==> src/dtfp_pkg.sv <==
`timescale 1ns / 1ps
`default_nettype none
// ----------------------------------------------------------------------------
// dtfp_pkg
// shared widths, character codes, status and sign codes, token state types
// ----------------------------------------------------------------------------
package dtfp_pkg;

   localparam int MAX_DIGITS = 18;
   localparam int SYMBOL_W   = 8;
   localparam int MAG_W      = 60;
   localparam int NUM_W      = 61;
   localparam int CNT_W      = 5;
   localparam int DIGIT_W    = 4;

   localparam logic [SYMBOL_W-1:0] CHAR_ZERO  = 8'h30;
   localparam logic [SYMBOL_W-1:0] CHAR_NINE  = 8'h39;
   localparam logic [SYMBOL_W-1:0] CHAR_POINT = 8'h2e;
   localparam logic [SYMBOL_W-1:0] CHAR_PLUS  = 8'h2b;
   localparam logic [SYMBOL_W-1:0] CHAR_MINUS = 8'h2d;

   typedef enum logic [1:0] {
      STATUS_OK       = 2'd0,
      STATUS_SYNTAX   = 2'd1,
      STATUS_OVERFLOW = 2'd2
   } status_type;

   typedef enum logic [1:0] {
      MARK_NONE     = 2'd0,
      MARK_PLUS     = 2'd1,
      MARK_NEG_ZERO = 2'd2
   } mark_type;

   typedef struct packed {
      logic [MAG_W-1:0]        magnitude;
      logic signed [NUM_W-1:0] neg_magnitude;
      logic                    mag_zero;
      logic [CNT_W-1:0]        frac_count;
      logic [CNT_W-1:0]        int_count;
      logic                    point_seen;
      logic                    minus_seen;
      logic                    plus_seen;
      logic                    at_start;
      status_type              error;
   } token_type;

   typedef struct packed {
      logic signed [NUM_W-1:0] numerator;
      logic [CNT_W-1:0]        fraction_digits;
      logic [CNT_W-1:0]        integer_digits;
      mark_type                sign_mark;
      status_type              status;
   } result_type;

   function automatic token_type token_reset();
      token_type t;
      t.magnitude     = '0;
      t.neg_magnitude = '0;
      t.mag_zero      = 1'b1;
      t.frac_count    = '0;
      t.int_count     = '0;
      t.point_seen    = 1'b0;
      t.minus_seen    = 1'b0;
      t.plus_seen     = 1'b0;
      t.at_start      = 1'b1;
      t.error         = STATUS_OK;
      return t;
   endfunction

endpackage
`default_nettype wire

==> src/dtfp_step.sv <==
`timescale 1ns / 1ps
`default_nettype none
// ----------------------------------------------------------------------------
// dtfp_step
// one character of token parsing: next token state and the result it implies
// ----------------------------------------------------------------------------
module dtfp_step (
   input  wire logic [dtfp_pkg::SYMBOL_W-1:0] symbol,
   input  wire dtfp_pkg::token_type           cur,
   output dtfp_pkg::token_type                nxt,
   output dtfp_pkg::result_type               result
);
   import dtfp_pkg::*;

   logic                 is_digit;
   logic [DIGIT_W-1:0]   digit;
   logic [CNT_W:0]       total;
   logic [MAG_W-1:0]     mag_times_ten;
   logic [NUM_W-1:0]     neg_times_ten;

   assign is_digit = (symbol >= CHAR_ZERO) && (symbol <= CHAR_NINE);
   assign digit    = symbol[DIGIT_W-1:0];
   assign total    = {1'b0, cur.int_count} + {1'b0, cur.frac_count};

   // x*10 +/- digit as x*8 + x*2 +/- digit, one add tree per accumulator
   assign mag_times_ten = {cur.magnitude[MAG_W-4:0], 3'b000}
                        + {cur.magnitude[MAG_W-2:0], 1'b0}
                        + {{(MAG_W-DIGIT_W){1'b0}}, digit};
   assign neg_times_ten = {cur.neg_magnitude[NUM_W-4:0], 3'b000}
                        + {cur.neg_magnitude[NUM_W-2:0], 1'b0}
                        - {{(NUM_W-DIGIT_W){1'b0}}, digit};

   always_comb begin
      nxt          = cur;
      nxt.at_start = 1'b0;
      if (cur.error == STATUS_OK) begin
         if (is_digit) begin
            if (total >= (CNT_W+1)'(MAX_DIGITS)) begin
               nxt.error = STATUS_OVERFLOW;
            end else begin
               nxt.magnitude     = mag_times_ten;
               nxt.neg_magnitude = neg_times_ten;
               nxt.mag_zero      = cur.mag_zero && (digit == '0);
               if (cur.point_seen) begin
                  nxt.frac_count = cur.frac_count + 1'b1;
               end else begin
                  nxt.int_count = cur.int_count + 1'b1;
               end
            end
         end else if (symbol == CHAR_POINT) begin
            if (cur.point_seen) begin
               nxt.error = STATUS_SYNTAX;
            end else begin
               nxt.point_seen = 1'b1;
            end
         end else if (cur.at_start && symbol == CHAR_PLUS) begin
            nxt.plus_seen = 1'b1;
         end else if (cur.at_start && symbol == CHAR_MINUS) begin
            nxt.minus_seen = 1'b1;
         end else begin
            nxt.error = STATUS_SYNTAX;
         end
      end
   end

   always_comb begin
      result.numerator       = '0;
      result.fraction_digits = '0;
      result.integer_digits  = '0;
      result.sign_mark       = MARK_NONE;
      result.status          = nxt.error;
      if (nxt.error == STATUS_OK) begin
         result.numerator       = nxt.minus_seen ? nxt.neg_magnitude
                                                 : $signed({1'b0, nxt.magnitude});
         result.fraction_digits = nxt.frac_count;
         result.integer_digits  = nxt.int_count;
         if (nxt.plus_seen) begin
            result.sign_mark = MARK_PLUS;
         end else if (nxt.minus_seen && nxt.mag_zero) begin
            result.sign_mark = MARK_NEG_ZERO;
         end
      end
   end

endmodule
`default_nettype wire

==> src/decimal_text_to_fixed_point_core.sv <==
`timescale 1ns / 1ps
`default_nettype none
// ----------------------------------------------------------------------------
// decimal_text_to_fixed_point_core
// parses a decimal token one character per beat into a signed scaled value
// ----------------------------------------------------------------------------
// One character is taken per clock, back to back, unless a last_symbol beat
// waits in the input register while the previous result is not yet taken.
// Each character passes the input register, then a single step that
// multiplies by ten and adds the digit to update the token state; the last
// character also loads the result register. No other loop limits the rate.
// Input keeps flowing while a result waits, up to the next last_symbol beat.
module decimal_text_to_fixed_point_core (
   input  wire logic                                clock,
   input  wire logic                                reset,
   input  wire logic                                req_valid,
   output logic                                     req_ready,
   input  wire logic [dtfp_pkg::SYMBOL_W-1:0]       req_symbol,
   input  wire logic                                req_last_symbol,
   output logic                                     rsp_valid,
   input  wire logic                                rsp_ready,
   output logic signed [dtfp_pkg::NUM_W-1:0]        rsp_numerator,
   output logic [dtfp_pkg::CNT_W-1:0]               rsp_fraction_digits,
   output logic [dtfp_pkg::CNT_W-1:0]               rsp_integer_digits,
   output logic [1:0]                               rsp_sign_mark,
   output logic [1:0]                               rsp_status
);
   import dtfp_pkg::*;

   logic                in_valid_ff, in_valid_in;
   logic [SYMBOL_W-1:0] symbol_ff, symbol_in;
   logic                last_ff, last_in;
   token_type           tok_ff, tok_in;
   logic                rsp_valid_ff, rsp_valid_in;
   result_type          rsp_ff, rsp_in;

   token_type           tok_next;
   result_type          step_result;
   logic                step_fire;
   logic                req_fire;

   dtfp_step u_step (
      .symbol (symbol_ff),
      .cur    (tok_ff),
      .nxt    (tok_next),
      .result (step_result)
   );

   assign step_fire = in_valid_ff && (!last_ff || !rsp_valid_ff || rsp_ready);
   assign req_ready = !in_valid_ff || step_fire;
   assign req_fire  = req_valid && req_ready;

   always_comb begin
      in_valid_in = in_valid_ff;
      symbol_in   = symbol_ff;
      last_in     = last_ff;
      if (req_ready) begin
         in_valid_in = req_valid;
      end
      if (req_fire) begin
         symbol_in = req_symbol;
         last_in   = req_last_symbol;
      end
   end

   always_comb begin
      tok_in       = tok_ff;
      rsp_valid_in = rsp_valid_ff;
      rsp_in       = rsp_ff;
      if (rsp_valid_ff && rsp_ready) begin
         rsp_valid_in = 1'b0;
      end
      if (step_fire) begin
         if (last_ff) begin
            tok_in       = token_reset();
            rsp_valid_in = 1'b1;
            rsp_in       = step_result;
         end else begin
            tok_in = tok_next;
         end
      end
   end

   always_ff @(posedge clock) begin
      if (reset) begin
         in_valid_ff  <= 1'b0;
         tok_ff       <= token_reset();
         rsp_valid_ff <= 1'b0;
      end else begin
         in_valid_ff  <= in_valid_in;
         tok_ff       <= tok_in;
         rsp_valid_ff <= rsp_valid_in;
      end
   end

   always_ff @(posedge clock) begin
      symbol_ff <= symbol_in;
      last_ff   <= last_in;
      rsp_ff    <= rsp_in;
   end

   assign rsp_valid           = rsp_valid_ff;
   assign rsp_numerator       = rsp_ff.numerator;
   assign rsp_fraction_digits = rsp_ff.fraction_digits;
   assign rsp_integer_digits  = rsp_ff.integer_digits;
   assign rsp_sign_mark       = rsp_ff.sign_mark;
   assign rsp_status          = rsp_ff.status;

   a_error_zeroes: assert property (@(posedge clock) disable iff (reset)
      rsp_valid_ff && rsp_ff.status != STATUS_OK |->
         rsp_ff.numerator == '0 && rsp_ff.sign_mark == MARK_NONE)
      else $error("errored result carries nonzero fields");

   a_digit_limit: assert property (@(posedge clock) disable iff (reset)
      rsp_valid_ff && rsp_ff.status == STATUS_OK |->
         ({1'b0, rsp_ff.integer_digits} + {1'b0, rsp_ff.fraction_digits})
            <= (CNT_W+1)'(MAX_DIGITS))
      else $error("ok result exceeds digit limit");

   a_neg_zero: assert property (@(posedge clock) disable iff (reset)
      rsp_valid_ff && rsp_ff.sign_mark == MARK_NEG_ZERO |-> rsp_ff.numerator == '0)
      else $error("negative zero mark with nonzero numerator");

   a_token_restart: assert property (@(posedge clock) disable iff (reset)
      step_fire && last_ff |=> tok_ff.at_start && tok_ff.error == STATUS_OK)
      else $error("token state not cleared after final beat");

   a_mag_pair: assert property (@(posedge clock) disable iff (reset)
      tok_ff.error == STATUS_OK |->
         tok_ff.neg_magnitude == -$signed({1'b0, tok_ff.magnitude}))
      else $error("magnitude accumulators disagree");

endmodule
`default_nettype wire
==> config.mk <==
export PLATFORM = sky130hd
export DESIGN_NAME = decimal_text_to_fixed_point_core
export DESIGN_NICKNAME = d
export VERILOG_FILES = /design/src/dtfp_pkg.sv /design/src/dtfp_step.sv /design/src/decimal_text_to_fixed_point_core.sv
export SDC_FILE = /design/constraint.sdc
export NUM_CORES = 1
export LEC_CHECK = 0
export BUFFER_PORTS_ARGS = -buffer_cell sky130_fd_sc_hd__buf_2
export CAP_MARGIN = 15
export CELL_PAD_IN_SITES_DETAIL_PLACEMENT = 0
export CELL_PAD_IN_SITES_GLOBAL_PLACEMENT = 1
export CORE_MARGIN = 5
export CORE_UTILIZATION = 35
export CTS_BUF_LIST = sky130_fd_sc_hd__clkbuf_4 sky130_fd_sc_hd__clkbuf_8
export CTS_CLUSTER_SIZE = 12
export DETAILED_ROUTE_END_ITERATION = 7
export PLACE_DENSITY_LB_ADDON = 0.1
export SETUP_SLACK_MARGIN = 0.05
export SYNTH_ARGS = -nofsm -noshare
export SYNTH_HDL_FRONTEND = slang
export SYNTH_HIERARCHICAL = 1
export SYNTH_SLANG_ARGS = --single-unit
export TNS_END_PERCENT = 1
==> constraint.sdc <==
create_clock -name clock -period 6.6 [get_ports clock]
set_input_delay 1.32 -clock clock [delete_from_list [all_inputs] [get_ports clock]]
set_output_delay 1.32 -clock clock [all_outputs]
set_load 0.02 [all_outputs]
# Word-level counts from Yosys, hierarchy flattened
# Index checks and enable logic that the tools add are counted.
# op_classes
eq_ne	4
muxes	25
n_lt_le_gt_ge	3
n_bitwise	1
reduce_logical	23
addsub	7
# ops
cell	n
132-bit 2-to-1 mux	2
138-bit 2-to-1 mux	1
135-bit 2-to-1 mux	1
61-bit adder	1
61-bit by 4-bit subtractor with 61-bit output	1
60-bit by 4-bit adder with 60-bit output	1
60-bit adder	1
60-bit 2-to-1 mux	1
8-bit by 6-bit equality test with 1-bit output, second input constant	3
2-bit 2-to-1 mux	9
5-bit by 1-bit adder with 5-bit output, second input constant	2
5-bit 2-to-1 mux	2
8-bit by 6-bit >= comparator with 1-bit output, second input constant	1
8-bit by 6-bit less-or-equal comparator with 1-bit output, second input constant	1
1-bit logical AND	8
1-bit 2-to-1 mux	8
5-bit by 5-bit adder with 6-bit output	1
6-bit by 5-bit >= comparator with 1-bit output, second input constant	1
2-bit logical NOT	2
4-bit logical NOT	1
2-bit AND reduction	2
4-bit AND reduction	1
2-bit nonzero test	2
1-bit logical NOT	3
other kinds (5)	7
# word_totals
input_bits	13
out_inout_bits	77
reg_bits	224
wordCells	84

# Longest topological paths before layout
# depth
word_depth	10
ltp_mapped	18
depth_no_buf	18

# Modules after synthesis
# The synthesis kept the hierarchy.
# modules_own_cells
module	area_each_um2	instances	cells_per_inst	seq_area_each_um2
dtfp_step	11687.5	1	1849	0.0
decimal_text_to_fixed_point_core	6792.8	1	406	5325.1

# Worst setup path after synthesis
# Ideal clock, no wire load.
# synth_timing
path_kind	input -> register
startpoint	in rsp_ready
endpoint	reg rsp_ff, in the netlist rsp_fraction_digits[0] (enable)
arrival_time_ns	4.516
setup_time_ns	0.508
path_buffers	0
path_slack_ns	1.576
stages	2
required_ns	6.092
path_cell_list	nor2b_1 > nor2_1
# synth_between
elab_chain_cells	3
# synth_rtl
element	line_no	text
start, declared	decimal_text_to_fixed_point_core.sv:21	input wire logic rsp_ready,
1-bit logical OR	decimal_text_to_fixed_point_core.sv:49	assign step_fire = in_valid_ff && (!last_ff || !rsp_valid_ff || rsp_ready);
1-bit logical AND	decimal_text_to_fixed_point_core.sv:49	
2-bit AND reduction (no source line)	-	
end signal, assigned	decimal_text_to_fixed_point_core.sv:99	rsp_ff <= rsp_in;
end, declared	decimal_text_to_fixed_point_core.sv:35	result_type rsp_ff, rsp_in;
# No other way between the ends.
# A chain may end at the register's enable or synchronous reset.

# Worst setup path in the final report
# layout_timing
startpoint	reg symbol_ff[3]
endpoint	reg rsp_ff, in the netlist rsp_numerator[58], data pin
# layout_between
elab_chain_cells	8
elab_cells_between_ends	24
cone_classes	add/sub: 2; order compare: 2; eq/ne: 3; mux: 13; reduce/logical: 4
# layout_rtl
element	line_no	text
start, declared	decimal_text_to_fixed_point_core.sv:31	logic [SYMBOL_W-1:0] symbol_ff, symbol_in;
start signal, assigned	decimal_text_to_fixed_point_core.sv:97	symbol_ff <= symbol_in;
branches (longest 8 deep; another with 61-bit by 4-bit subtractor with 61-bit output)	-	
# Several ways; the timed one is not identified. The select of a mux whose other input is x is not followed.

==> results.sh <==
export IMPL_avgSynthCellArea_sq_um=8.20
export IMPL_clockBufferDepth=3
export IMPL_cpMaxStageDelayCell="fa_1"
export IMPL_crit_fanout=3
export IMPL_postCtsSetupBuffers=0
export IMPL_netlist_instances=2255
export IMPL_cts_root_buf="clkbuf_8"
export IMPL_grt_pass1_wl_mm=92.6
export IMPL_grt_pass1_vias=16000
export IMPL_fin_cells=3016
export IMPL_hp_class="reg -> reg"
export IMPL_worstHoldEndpoint="tok_ff[16]"
export IMPL_drc=0
export IMPL_drive_gt1_share_pct=9.88
export IMPL_max_slew_margin_pct=30.0
export IMPL_num_vias=16300
export IMPL_synth_nets=2511
export IMPL_cp_required_ns=6.97
export IMPL_register_area_sq_mm=0.00533
export IMPL_path_clk_slew_ns=0.06
export IMPL_wl_met2_mm=24.7
export IMPL_dp_hpwl_mm=44.1
export IMPL_min_path_cells=1
export IMPL_ctsResizeCount=0
export IMPL_fp_dieH_um=240
export IMPL_slew_violations=0
export IMPL_tns_ns=0
export IMPL_setup_viol=0
export IMPL_finalHoldViolations=0
export IMPL_holdBufCountCts=0
export IMPL_portBuffers=89
export IMPL_top_layer_used="met5"
export IMPL_antenna_found_initial=3
export IMPL_maxCapViolations=0
export IMPL_dp_cells=2931
export IMPL_htree_levels=2
export IMPL_period_needed_ns=4.96
export IMPL_grt_overflow=0
export IMPL_ir_worst_vdd_mv=0.102
export IMPL_layout_commonest_cell="nand2_1"
export IMPL_fillCellCount=5417
export IMPL_wl_per_cell_um=19.8
export IMPL_die_x_um=240
export IMPL_syn_cell_area_sq_mm=0.0185
export IMPL_globalplace_congestion=0.873
export IMPL_first_iter_violations=1185
export IMPL_min_delay_start="tok_ff[16]"
export IMPL_synth_seq_area_share_pct=28.8
export IMPL_routed_wl_mm=59.8
export IMPL_dieArea_sq_mm=0.0575
export IMPL_crit_chain="inv_1 -> fa_1 -> inv_1 -> fa_1 -> a211oi_1 -> o21ai_0 -> a41oi_1 -> a21oi_1 -> o311ai_2 -> a21oi_2 -> a31oi_2 -> o41a_1 -> o211ai_1 -> o211ai_1 -> xnor2_1 -> a221o_1"
export IMPL_initial_core_util_pct=35.2
export IMPL_insertion_delay_ns=0.63
export IMPL_skew_ns=0.0304
export IMPL_yosysWarningCount=6
export IMPL_slowest_delay_ns=0.55
export IMPL_rsz0062_at_grt="false"
export IMPL_max_freq_mhz=202
export IMPL_synth_edff_count=84
export IMPL_grt_start_max_net_pins=137
export IMPL_reg2reg_from="symbol_ff[3]"
export IMPL_critPathKind="reg -> reg"
export IMPL_status="finished, final reports clean"
export IMPL_cts_tree="done"
export IMPL_clock_sinks=224
export IMPL_num_io_pins=90
export IMPL_ff2ff_setup_slack_ns=1.64
export IMPL_p_per_area_mw_per_mm2=171
export IMPL_max_slew_worst_pin_slew_ns=1.04
export IMPL_wl_met3_mm=3.45
export IMPL_synth_cell_type_count=82
export IMPL_reg2reg_to="rsp_numerator[58]"
export IMPL_ant_nets=0
export IMPL_multi_input_area_sq_mm=0.0119
export IMPL_first_pass_iters=5
export IMPL_async_reset_ff_share_pct=0
export IMPL_wl_met1_mm=30.5
export IMPL_final_cell_mix="279 x nand2_1, 238 x ha_1, 217 x inv_1"
export IMPL_end_kind="flop"
export IMPL_period_share_pct=75.1
export IMPL_finalNetCount=2546
export IMPL_core_area_sq_mm=0.0524
export IMPL_syn_to_final_growth_pct=10.6
export IMPL_row_count=84
export IMPL_avgViaCountPerCell=5.39
export IMPL_startpoint_type="flop"
export IMPL_yosys_register_bits=224
export IMPL_reg2regPathDepth=16
export IMPL_p_leak_nw=9.33
export IMPL_cts_buffers=45
export IMPL_arrival_ns=5.33
export IMPL_grtUsageTotal_pct=20.4
export IMPL_synth_ff_type="dfxtp_1"
[worst max path at each step]
stage	start	end	slack [ns]	cells past startpoint
detailed placement	symbol_ff[3]	rsp_numerator[58]	1.63	16
floorplan	rsp_ready	rsp_fraction_digits[0]	1.58	2
finish	symbol_ff[3]	rsp_numerator[58]	1.64	16
global placement	symbol_ff[3]	tok_ff[136]	1.72	17
global route	symbol_ff[3]	tok_ff[134]	1.25	16
CTS	symbol_ff[3]	rsp_numerator[58]	1.62	16
[state kept, by name, summed over array words and instances (netlist names)]
signal and count:
tok_ff 138, last_ff 1, rsp_valid 1, rsp_fraction_digits 5
rsp_numerator 61, rsp_status 2, in_valid_ff 1, rsp_sign_mark 2
symbol_ff 8, rsp_integer_digits 5
[cells in the mapped netlist, types with 7 or more instances]
master    count  area share (%)
nand2_1     279             5.7
ha_1        238              16
inv_1       218             4.4
o21ai_0     168             4.5
nor2_1      162             3.3
a21oi_1     152             4.1
dfxtp_1     140              15
a22o_1      137             6.5
edfxtp_1     84              14
xnor2_1      77             3.6
a21o_1       67             2.7
clkbuf_1     64             1.3
nor3_1       47             1.3
xor2_1       46             2.2
buf_2        38             1.0
nand4_1      34             1.2
nand3_1      24            0.65
o21bai_1     23            0.93
and2_1       18            0.61
o21a_1       18            0.73
a31oi_1      16            0.54
nor2b_1      12            0.41
mux2i_1      10            0.54
o22ai_1      10            0.34
mux2_2        8            0.49
o211ai_1      8            0.32
a221oi_1      7            0.33
and3_1        7            0.24
buf_1         7            0.14
buf_4         7            0.28
[metrics by stage]
step                power (mW)  setup slack, ns  utilization [%]  instance area [sq um]  hold WS [ns]
CTS                       3.56             1.62             39.0                  20400         0.466
global route              3.66             1.25             39.0                  20400         0.489
global placement          1.96             1.72             37.1                  19500         0.448
finish                    3.50             1.64             39.0                  20400         0.462
floorplan                 1.81             1.58                -                  18500         0.437
detailed placement        1.95             1.63             37.1                  19500         0.454
[power by group]
group / internal (mW) / switching [mW]
Sequential: 1.45 / 0.0120
Combinational: 0.154 / 0.308
Clock: 0.898 / 0.675
[per-layer routing]
| layer | vias up | global-route usage [%] |
|---|---|---|
| met4 | 2 | 4.60 |
| met3 | 64 | 4.33 |
| met2 | 333 | 30.4 |
| li1 | 8131 | - |
| met5 | - | 0 |
| met1 | 7739 | 30.1 |
[worst max-delay path, delay by kind of cell, from the launching register on]
| family | cells | cell delay [ns] |
|---|---|---|
| AOI/OAI and AO/OA | 11 | 3.00 |
| xor gates and xnor gates | 1 | 0.13 |
| adders and majority gates | 2 | 1.03 |
| buffers and inverters | 2 | 0.19 |
| DFF | 1 | 0.37 |
[logic make-up (layout without fill, tap and decap cells)]
kind of cell | count (synthesis) | in the layout | synth area share (%)
buf+inv | 337 | 409 | 7.33
xor+xnor | 123 | 123 | 5.83
simple gates | 620 | 620 | 14.9
mux | 20 | 20 | 1.27
fa+ha+maj | 243 | 243 | 16.7
compound gates | 687 | 687 | 25.2
other cells | 1 | 2 | 0.0203
flops | 224 | 224 | 28.8
[area by class of cell]
type | count | area share [%]
well taps | 688 | 4.21
multi-input cells | 1694 | 58.0
clock buffers | 68 | 3.94
clock inverters | 16 | 0.766
flip-flops and latches | 224 | 26.1
inverters | 218 | 4.01
repair buffers | 107 | 2.96
diodes | 1 | 0.0122
Note: power is estimated with default switching activity, not from simulation.
